$ cat config.mk
export PLATFORM = sky130hd
export DESIGN_NAME = looping_keyframe_color_ramp
export DESIGN_NICKNAME = d
export VERILOG_FILES = /design/src/rtl/core/lkcr_pkg.sv /design/src/rtl/core/looping_keyframe_color_ramp.sv
export SDC_FILE = /design/constraint.sdc
export NUM_CORES = 2
export LEC_CHECK = 0
export ABC_AREA = 0
export BUFFER_PORTS_ARGS = -buffer_cell sky130_fd_sc_hd__clkbuf_2
export CAP_MARGIN = 10
export CORE_MARGIN = 2
export CORE_UTILIZATION = 60
export DETAILED_ROUTE_END_ITERATION = 8
export HOLD_SLACK_MARGIN = 0.15
export PLACE_DENSITY = 0.77
export SLEW_MARGIN = 20
export SYNTH_ARGS = -nofsm -noshare
export SYNTH_HDL_FRONTEND = slang
export SYNTH_SLANG_ARGS = --single-unit
export TNS_END_PERCENT = 50
$ cat constraint.sdc
create_clock -name clk -period 9.95 [get_ports clk]
set_input_delay 2.4875 -clock clk [delete_from_list [all_inputs] [get_ports clk]]
set_output_delay 2.4875 -clock clk [all_outputs]
set_load 0.03 [all_outputs]
$ cat src/rtl/core/lkcr_pkg.sv
// Shared types and constants for the looping keyframe color ramp.
// Holds the request and result beat structs, the keyframe entry layout and
// the register and request codes; depends on nothing else.
package lkcr_pkg;

  localparam int MAX_KEYFRAMES = 16;
  localparam int IDX_W         = $clog2(MAX_KEYFRAMES);
  localparam int CNT_W         = $clog2(MAX_KEYFRAMES + 1);
  localparam int DUR_W         = 16;
  localparam int TOT_W         = DUR_W + IDX_W;
  localparam int COL_W         = 8;
  localparam int NUM_CH        = 4;
  localparam int TIME_W        = 32;
  localparam int DVD_W         = TIME_W + 1;
  localparam int NUM_W         = COL_W + DUR_W;
  localparam int SCNT_W        = 5;
  localparam int SEG_W         = 4;
  localparam int CFG_IDX_W     = 1;
  localparam int CFG_DATA_W    = 32;

  localparam logic REQ_WRITE = 1'b0;
  localparam logic REQ_EVAL  = 1'b1;

  localparam logic [CFG_IDX_W-1:0] CFG_STATE_COUNT = 1'b0;
  localparam logic [CFG_IDX_W-1:0] CFG_PHASE_DELAY = 1'b1;

  // Channel 0 is red, then green, blue and alpha.
  typedef logic [NUM_CH-1:0][COL_W-1:0] color_t;

  typedef struct packed {
    color_t             color;
    logic [DUR_W-1:0]   dur;
  } kf_entry_t;

  typedef struct packed {
    logic               req_type;
    logic [3:0]         entry_index;
    logic [COL_W-1:0]   red_in;
    logic [COL_W-1:0]   green_in;
    logic [COL_W-1:0]   blue_in;
    logic [COL_W-1:0]   alpha_in;
    logic [DUR_W-1:0]   seg_duration;
    logic [TIME_W-1:0]  time_now;
  } lkcr_in_t;

  typedef struct packed {
    logic [COL_W-1:0]   red_out;
    logic [COL_W-1:0]   green_out;
    logic [COL_W-1:0]   blue_out;
    logic [COL_W-1:0]   alpha_out;
    logic [SEG_W-1:0]   segment_found;
  } lkcr_out_t;

endpackage

$ cat src/rtl/core/looping_keyframe_color_ramp.sv
// Looping keyframe color ramp: keyframe table memory, loop phase and blend.
// Depends on lkcr_pkg for beat structs, entry layout and codes.
//
//   channel   handshake              payload          direction
//   in        start / busy           in_data          into block
//   out       out_valid (strobe)     out_data         out of block
//   cfg       cfg_valid / cfg_ready  cfg_index, data  into block
//
// A write beat gives no result; the next beat may follow.
// An evaluate beat walks the table memory (one entry per cycle) to sum the
// durations, runs a 33-step remainder, walks the table again up to the hit
// segment, then does an 8-step division on all four channels at once (skipped
// if that segment's duration is zero). A degenerate ramp ends after the sum.
// busy is high throughout, but stays low when no keyframes are in use.
// Reset is synchronous; the table holds garbage until written. Each result
// stands for one cycle and cannot be stalled.
module looping_keyframe_color_ramp
  import lkcr_pkg::*;
(
  input  logic                  clk,
  input  logic                  rst_n,
  input  logic                  start,
  output logic                  busy,
  input  lkcr_in_t              in_data,
  output logic                  out_valid,
  output lkcr_out_t             out_data,
  input  logic                  cfg_valid,
  output logic                  cfg_ready,
  input  logic [CFG_IDX_W-1:0]  cfg_index,
  input  logic [CFG_DATA_W-1:0] cfg_data
);

  localparam logic [2:0] S_IDLE = 3'd0;
  localparam logic [2:0] S_SUM  = 3'd1;
  localparam logic [2:0] S_MOD  = 3'd2;
  localparam logic [2:0] S_WALK = 3'd3;
  localparam logic [2:0] S_NEXT = 3'd4;
  localparam logic [2:0] S_DIV  = 3'd5;

  localparam int BCNT_W = $clog2(DVD_W);
  localparam int DCNT_W = $clog2(COL_W);

  // Keyframe table memory.
  kf_entry_t        kf_mem [MAX_KEYFRAMES];
  kf_entry_t        rd_data;
  logic [IDX_W-1:0] rd_addr;
  logic [IDX_W-1:0] wr_addr;
  logic             wr_en;
  kf_entry_t        wr_entry;

  // Control and datapath registers.
  logic [2:0]              state_r, state_nxt;
  logic [IDX_W-1:0]        idx_r, idx_nxt;
  logic [TOT_W-1:0]        total_r, total_nxt;
  logic [DVD_W-1:0]        dvd_r, dvd_nxt;
  logic [TOT_W-1:0]        rem_r, rem_nxt;
  logic [BCNT_W-1:0]       bcnt_r, bcnt_nxt;
  logic [TOT_W-1:0]        run_r, run_nxt;
  logic [IDX_W-1:0]        k_r, k_nxt;
  logic [DUR_W-1:0]        d_r, d_nxt;
  logic [DUR_W-1:0]        left_r, left_nxt;
  color_t                  colk_r, colk_nxt;
  color_t                  col0_r, col0_nxt;
  logic [NUM_CH-1:0][NUM_W-1:0] num_r, num_nxt;
  logic [NUM_W-1:0]        dsh_r, dsh_nxt;
  color_t                  q_r, q_nxt;
  logic [DCNT_W-1:0]       dcnt_r, dcnt_nxt;
  color_t                  cur_color_r, cur_color_nxt;
  logic                    out_valid_r, out_valid_nxt;
  lkcr_out_t               out_data_r, out_data_nxt;
  logic [SCNT_W-1:0]       state_count_r;
  logic [TIME_W-1:0]       phase_delay_r;

  // Combinational helpers.
  logic [CNT_W-1:0]  n_act;
  logic              accept;
  logic              last;
  logic [IDX_W-1:0]  nxt_idx;
  logic [TOT_W-1:0]  tot_sum;
  logic [TOT_W-1:0]  run_sum;
  logic [TOT_W-1:0]  diff;
  logic              found;
  logic [TOT_W:0]    trial;
  logic              emit_en;
  color_t            emit_col;
  logic [IDX_W-1:0]  emit_seg;
  logic              ge;

  assign accept    = start && !busy;
  assign busy      = (state_r != S_IDLE);
  assign cfg_ready = 1'b1;
  assign out_valid = out_valid_r;
  assign out_data  = out_data_r;

  assign n_act = (32'(state_count_r) > MAX_KEYFRAMES) ? CNT_W'(MAX_KEYFRAMES)
                                                      : CNT_W'(state_count_r);

  assign wr_en   = accept && (in_data.req_type == REQ_WRITE) &&
                   (32'(in_data.entry_index) < MAX_KEYFRAMES);
  assign wr_addr = IDX_W'(in_data.entry_index);
  assign wr_entry.color = {in_data.alpha_in, in_data.blue_in,
                           in_data.green_in, in_data.red_in};
  assign wr_entry.dur   = in_data.seg_duration;

  // Writes happen only from idle. A read issued in the same cycle is used only
  // when an evaluate beat is accepted, which never coincides with a write.
  always_ff @(posedge clk) begin
    if (wr_en) begin
      kf_mem[wr_addr] <= wr_entry;
    end
    rd_data <= kf_mem[rd_addr];
  end

  assign last    = ((CNT_W'(idx_r) + CNT_W'(1)) == n_act);
  assign nxt_idx = last ? '0 : idx_r + IDX_W'(1);
  assign tot_sum = total_r + TOT_W'(rd_data.dur);
  assign run_sum = run_r + TOT_W'(rd_data.dur);
  assign diff    = run_sum - rem_r;
  assign found   = (run_sum >= rem_r) || last;
  assign trial   = {rem_r, dvd_r[DVD_W-1]};

  always_comb begin
    state_nxt     = state_r;
    idx_nxt       = idx_r;
    total_nxt     = total_r;
    dvd_nxt       = dvd_r;
    rem_nxt       = rem_r;
    bcnt_nxt      = bcnt_r;
    run_nxt       = run_r;
    k_nxt         = k_r;
    d_nxt         = d_r;
    left_nxt      = left_r;
    colk_nxt      = colk_r;
    col0_nxt      = col0_r;
    num_nxt       = num_r;
    dsh_nxt       = dsh_r;
    q_nxt         = q_r;
    dcnt_nxt      = dcnt_r;
    rd_addr       = '0;
    emit_en       = 1'b0;
    emit_col      = cur_color_r;
    emit_seg      = '0;
    ge            = 1'b0;

    case (state_r)
      S_IDLE: begin
        if (accept && (in_data.req_type == REQ_EVAL)) begin
          if (n_act == '0) begin
            emit_en = 1'b1;
          end else begin
            state_nxt = S_SUM;
            idx_nxt   = '0;
            total_nxt = '0;
            dvd_nxt   = DVD_W'(in_data.time_now) + DVD_W'(phase_delay_r);
          end
        end
      end
      S_SUM: begin
        total_nxt = tot_sum;
        idx_nxt   = idx_r + IDX_W'(1);
        rd_addr   = idx_r + IDX_W'(1);
        if (idx_r == '0) begin
          col0_nxt = rd_data.color;
        end
        if (last) begin
          if ((n_act == CNT_W'(1)) || (tot_sum == '0)) begin
            emit_en   = 1'b1;
            emit_col  = (idx_r == '0) ? rd_data.color : col0_r;
            state_nxt = S_IDLE;
          end else begin
            state_nxt = S_MOD;
            rem_nxt   = '0;
            bcnt_nxt  = BCNT_W'(DVD_W - 1);
          end
        end
      end
      S_MOD: begin
        // Restoring remainder, one dividend bit per cycle, MSB first.
        if (trial >= {1'b0, total_r}) begin
          rem_nxt = TOT_W'(trial - {1'b0, total_r});
        end else begin
          rem_nxt = TOT_W'(trial);
        end
        dvd_nxt  = dvd_r << 1;
        bcnt_nxt = bcnt_r - BCNT_W'(1);
        if (bcnt_r == '0) begin
          state_nxt = S_WALK;
          idx_nxt   = '0;
          run_nxt   = '0;
        end
      end
      S_WALK: begin
        run_nxt = run_sum;
        idx_nxt = nxt_idx;
        rd_addr = nxt_idx;
        if (found) begin
          k_nxt    = idx_r;
          d_nxt    = rd_data.dur;
          colk_nxt = rd_data.color;
          // Only the first segment at phase zero can reach its full length.
          left_nxt = (diff > TOT_W'(rd_data.dur)) ? rd_data.dur
                                                   : DUR_W'(diff);
          state_nxt = S_NEXT;
        end
      end
      S_NEXT: begin
        if (d_r == '0) begin
          emit_en   = 1'b1;
          emit_col  = rd_data.color;
          emit_seg  = k_r;
          state_nxt = S_IDLE;
        end else begin
          for (int c = 0; c < NUM_CH; c++) begin
            num_nxt[c] = NUM_W'(left_r) * NUM_W'(colk_r[c]) +
                         NUM_W'(d_r - left_r) * NUM_W'(rd_data.color[c]);
          end
          dsh_nxt   = NUM_W'(d_r) << (COL_W - 1);
          dcnt_nxt  = DCNT_W'(COL_W - 1);
          state_nxt = S_DIV;
        end
      end
      S_DIV: begin
        // The blend never exceeds 255 times the divisor, so eight quotient
        // bits are enough.
        for (int c = 0; c < NUM_CH; c++) begin
          ge = (num_r[c] >= dsh_r);
          if (ge) begin
            num_nxt[c] = num_r[c] - dsh_r;
          end
          q_nxt[c] = {q_r[c][COL_W-2:0], ge};
        end
        dsh_nxt  = dsh_r >> 1;
        dcnt_nxt = dcnt_r - DCNT_W'(1);
        if (dcnt_r == '0) begin
          emit_en   = 1'b1;
          emit_col  = q_nxt;
          emit_seg  = k_r;
          state_nxt = S_IDLE;
        end
      end
      default: begin
        state_nxt = S_IDLE;
      end
    endcase

    out_valid_nxt = emit_en;
    cur_color_nxt = emit_en ? emit_col : cur_color_r;
    out_data_nxt.red_out       = emit_col[0];
    out_data_nxt.green_out     = emit_col[1];
    out_data_nxt.blue_out      = emit_col[2];
    out_data_nxt.alpha_out     = emit_col[3];
    out_data_nxt.segment_found = SEG_W'(emit_seg);
  end

  always_ff @(posedge clk) begin
    if (!rst_n) begin
      state_r       <= S_IDLE;
      out_valid_r   <= 1'b0;
      cur_color_r   <= '1;
      state_count_r <= '0;
      phase_delay_r <= '0;
    end else begin
      state_r     <= state_nxt;
      out_valid_r <= out_valid_nxt;
      cur_color_r <= cur_color_nxt;
      if (cfg_valid && cfg_ready) begin
        case (cfg_index)
          CFG_STATE_COUNT: state_count_r <= SCNT_W'(cfg_data);
          CFG_PHASE_DELAY: phase_delay_r <= TIME_W'(cfg_data);
          default: begin
          end
        endcase
      end
    end
  end

  always_ff @(posedge clk) begin
    idx_r      <= idx_nxt;
    total_r    <= total_nxt;
    dvd_r      <= dvd_nxt;
    rem_r      <= rem_nxt;
    bcnt_r     <= bcnt_nxt;
    run_r      <= run_nxt;
    k_r        <= k_nxt;
    d_r        <= d_nxt;
    left_r     <= left_nxt;
    colk_r     <= colk_nxt;
    col0_r     <= col0_nxt;
    num_r      <= num_nxt;
    dsh_r      <= dsh_nxt;
    q_r        <= q_nxt;
    dcnt_r     <= dcnt_nxt;
    if (out_valid_nxt) begin
      out_data_r <= out_data_nxt;
    end
  end

`ifndef NO_ASSERTIONS
  // A result is only produced while the block is idle.
  a_out_not_busy: assert property (@(posedge clk) disable iff (!rst_n)
    out_valid |-> !busy)
    else $error("result strobe while the block is busy");

  // Keyframe writes never produce a result.
  a_write_silent: assert property (@(posedge clk) disable iff (!rst_n)
    (start && !busy && (in_data.req_type == REQ_WRITE)) |=> !out_valid)
    else $error("write beat produced a result");

  // The segment walk stays inside the keyframes in use.
  a_walk_range: assert property (@(posedge clk) disable iff (!rst_n)
    (state_r == S_WALK) |-> (CNT_W'(idx_r) < n_act))
    else $error("segment walk ran past the active keyframes");

  // The loop phase is always below the total length once it is used.
  a_phase_range: assert property (@(posedge clk) disable iff (!rst_n)
    (state_r == S_WALK) |-> (rem_r < total_r))
    else $error("loop phase not below total length");
`endif

endmodule
==> impl_metrics.ini <==
[yosys]
synthFlopType = edfxtp_1
ys_async_sr_fraction_pct = 0
syn-cell-area_um2 = 94900
yosysSeqAreaShare_pct = 39.2
yosys.area.top_type = edfxtp_1
synth_fp_nets = 10300
synth_cells = 8755
ys_ff_latch = 1278
yosysUniqueCellTypes = 88
synth_edf_count = 1157
synthesis.yosys.warnings = 0
ys_top_cells_by_count = inv_1, edfxtp_1, nand2_1
syn_avg_cell_area_um2 = 10.8
yosys-top-cells-area = edfxtp_1, fa_1, ha_1
synth_top_area_share_pct = 36.6
yosysMostFrequentCell = inv_1

[sta]
relSlewSlack_pct = 17.9
rsz0062_at_grt = no
report.final.slew_viol_count = 0
hold_viol = 0
fmax_ghz = 0.105
worst_slew_pin_slew_ps = 1220
fin_crit_ps = 9500
post-route-period-util_pct = 95.5
setup_viol = 0
fin_setup_tns_ps = 0
fin_skew_ps = 84.7

[critical_path]
reg2reg_depth = 33
regToRegSetupSlack_ps = 450
setup.worst_path.start = d_r[1]$_DFFE_PP_
r2r_end = num_r[47]$_DFFE_PP_
endpoint_kind = flip-flop
critPathSlowestCell = xnor2_2
worstSetupStartpointType = flip-flop
crit_type = reg2reg
slowest_delay_ps = 570
endpoint = num_r[47]$_DFFE_PP_
crit_arrival_ps = 10000
cp_max_fo = 16
required_ps = 10450
timing.rr.start = d_r[1]$_DFFE_PP_
crit_path_frequent_cell = fa_1

[global_routing]
antenna_found_initial = 21
grt_max_degree = 157
grt_pass1_wl_mm = 397
grt_usage_pct = 31.7
grt.overflow.total = 0
grt_pass1_vias = 70300

[placed_design]
globalplace.congestion = 0.925
dp.cells = 10700
port_buffers = 159
dpl.hpwl_mm = 170
dpl-instance-area_um2 = 98200

[clock_tree]
cts_root_buf = clkbuf_16
clkTransAtPathRegs_ps = 60
htreeDepth = 4
tritoncts = yes
clkSinkCount = 1278
clk_latency_ps = 840
cts_buffers = 140
cts.hold.buffers_added = 0
clk_path_buf_depth = 3

[drt]
routedWlPerCell_um = 23.1
avgViaCountPerCell = 6.15
route.detailed.drc = 0
drtPass1Iterations = 6
ant_nets = 0
via_count = 67400
drt_iter0_drc = 6546
totalWireLength_mm = 253

[layout]
multi_input_area_um2 = 51900
seq_area_um2 = 37200
layout-drive-gt1-share_pct = 9.36
syn_to_final_growth_pct = 8.62
final_core_util_pct = 65.8
fill_cells = 11700
fin_nets = 10300
design_area_um2 = 103000
final_cells = 11000

[outcome]
status = complete, no violations

[die]
fp.coreArea_um2 = 157000
fp.dieH_um = 402
start_util_pct = 60.6
io_pins = 161
die_w_um = 402
dieArea_um2 = 161000
core.rowCount = 145

[power_and_ir_drop]
leakagePower_uw = 0.0429
p_per_area_nw_per_um2 = 326
ir_drop_mv = 0.625
p_total_uw = 33600

[run]
cap_violations = 0

[worst_hold_path]
hold-path-cell-count = 0
min_from = q_r[28]$_DFFE_PP_
hp-class = reg2reg
area by class of cell:
cell class	instances	area share, %
Antenna cell	7	0.0170
Timing Repair Buffer	308	1.90
Clock inverter	74	0.995
Tap cell	2058	2.50
Multi-Input combinational cell	5808	50.3
Sequential cell	1278	36.0
Clock buffer	184	3.72
Inverter	1234	4.49
worst min-delay path by stage:
stage                          endpoint  slack, ps
finish                q_r[29]$_DFFE_PP_        420
global route          q_r[29]$_DFFE_PP_        420
CTS                   q_r[29]$_DFFE_PP_        410
detailed placement    q_r[20]$_DFFE_PP_        430
global placement      q_r[29]$_DFFE_PP_        430
floorplan           colk_r[0]$_DFFE_PP_        410
registers in the layout, summed over array words and instances, names as in the netlist, 3 cells and up:
register and count:
bcnt_r 6, col0_r 32, colk_r 32, cur_color_r 32, d_r 16, dcnt_r 3
dsh_r 23, dvd_r 33, idx_r 4, k_r 4, kf_mem 768, left_r 16
num_r 96, out_data 36, phase_delay_r 32, q_r 28, rd_data 48, rem_r 20
run_r 20, state_count_r 5, state_r 3, total_r 20
what timing repair did:
action | CTS | global route
setup endpoints to repair | 0 | 1
buffers inserted | 0 | 0
resized for setup | 0 | 1
cells by family (layout without fill, tap and decap cells):
| family | count (synthesis) | in the layout | share of synthesized area, % |
|---|---|---|---|
| AOI/OAI and AO/OA | 1441 | 1441 | 9.95 |
| xor gates and xnor gates | 290 | 290 | 2.71 |
| adders and majority gates | 1425 | 1425 | 26.1 |
| buffers and inverters | 1669 | 1800 | 6.64 |
| DFF | 1278 | 1278 | 39.2 |
| muxes | 257 | 257 | 3.53 |
| other | 1 | 8 | 0.00395 |
| and+or+nand+nor | 2394 | 2394 | 11.9 |
through the flow:
stage               setup slack [ps]  hold WS (ps)
global route                    9.28           417
CTS                              648           409
global placement                 851           430
detailed placement               723           434
floorplan                       1150           406
finish                           451           423
power breakdown:
group / switching [uW] / leakage, uW / internal, uW
Clock: 2350 / 0.00236 / 3090
Combinational: 12000 / 0.0290 / 9050
Sequential: 137 / 0.0115 / 7000
cell usage in the layout (no fill, tap or decap), types with 30 or more instances in the layout:
master / instances
a221o_1: 31
nand3_1: 50
inv_1: 1231
and3_1: 40
o211ai_1: 65
a21boi_0: 41
a32oi_1: 49
a211oi_1: 82
mux2i_1: 64
mux2_2: 137
a21oi_1: 301
clkbuf_16: 141
fa_1: 922
o21ai_1: 36
xnor2_1: 177
nor2_1: 329
dfxtp_1: 121
a21o_1: 90
mux4_2: 48
nand2b_1: 64
nor3_1: 152
buf_4: 146
o21a_1: 43
or4b_1: 30
edfxtp_1: 1157
o22ai_1: 63
and2_1: 358
nand2_1: 1090
o21bai_1: 38
a221oi_1: 104
a31oi_1: 33
nor2b_1: 102
o21ai_0: 337
xor2_1: 99
clkbuf_2: 158
ha_1: 502
critical path, delay by kind of cell (launching register included):
family / cells / cell delay [ps]
flops: 1 / 440
buf+inv: 4 / 550
simple gates: 4 / 380
compound gates: 13 / 3250
mux: 1 / 80
fa+ha+maj: 8 / 3580
xor+xnor: 3 / 910
routing by layer:
layer	vias to the layer above	routed length [um]	GRT usage, %
met5	-	46	0
met4	8	14800	17.2
met3	708	22500	5.49
met2	3427	120000	51.6
met1	33600	95900	40.8
li1	29700	-	-
(Power assumes the default switching activity.)
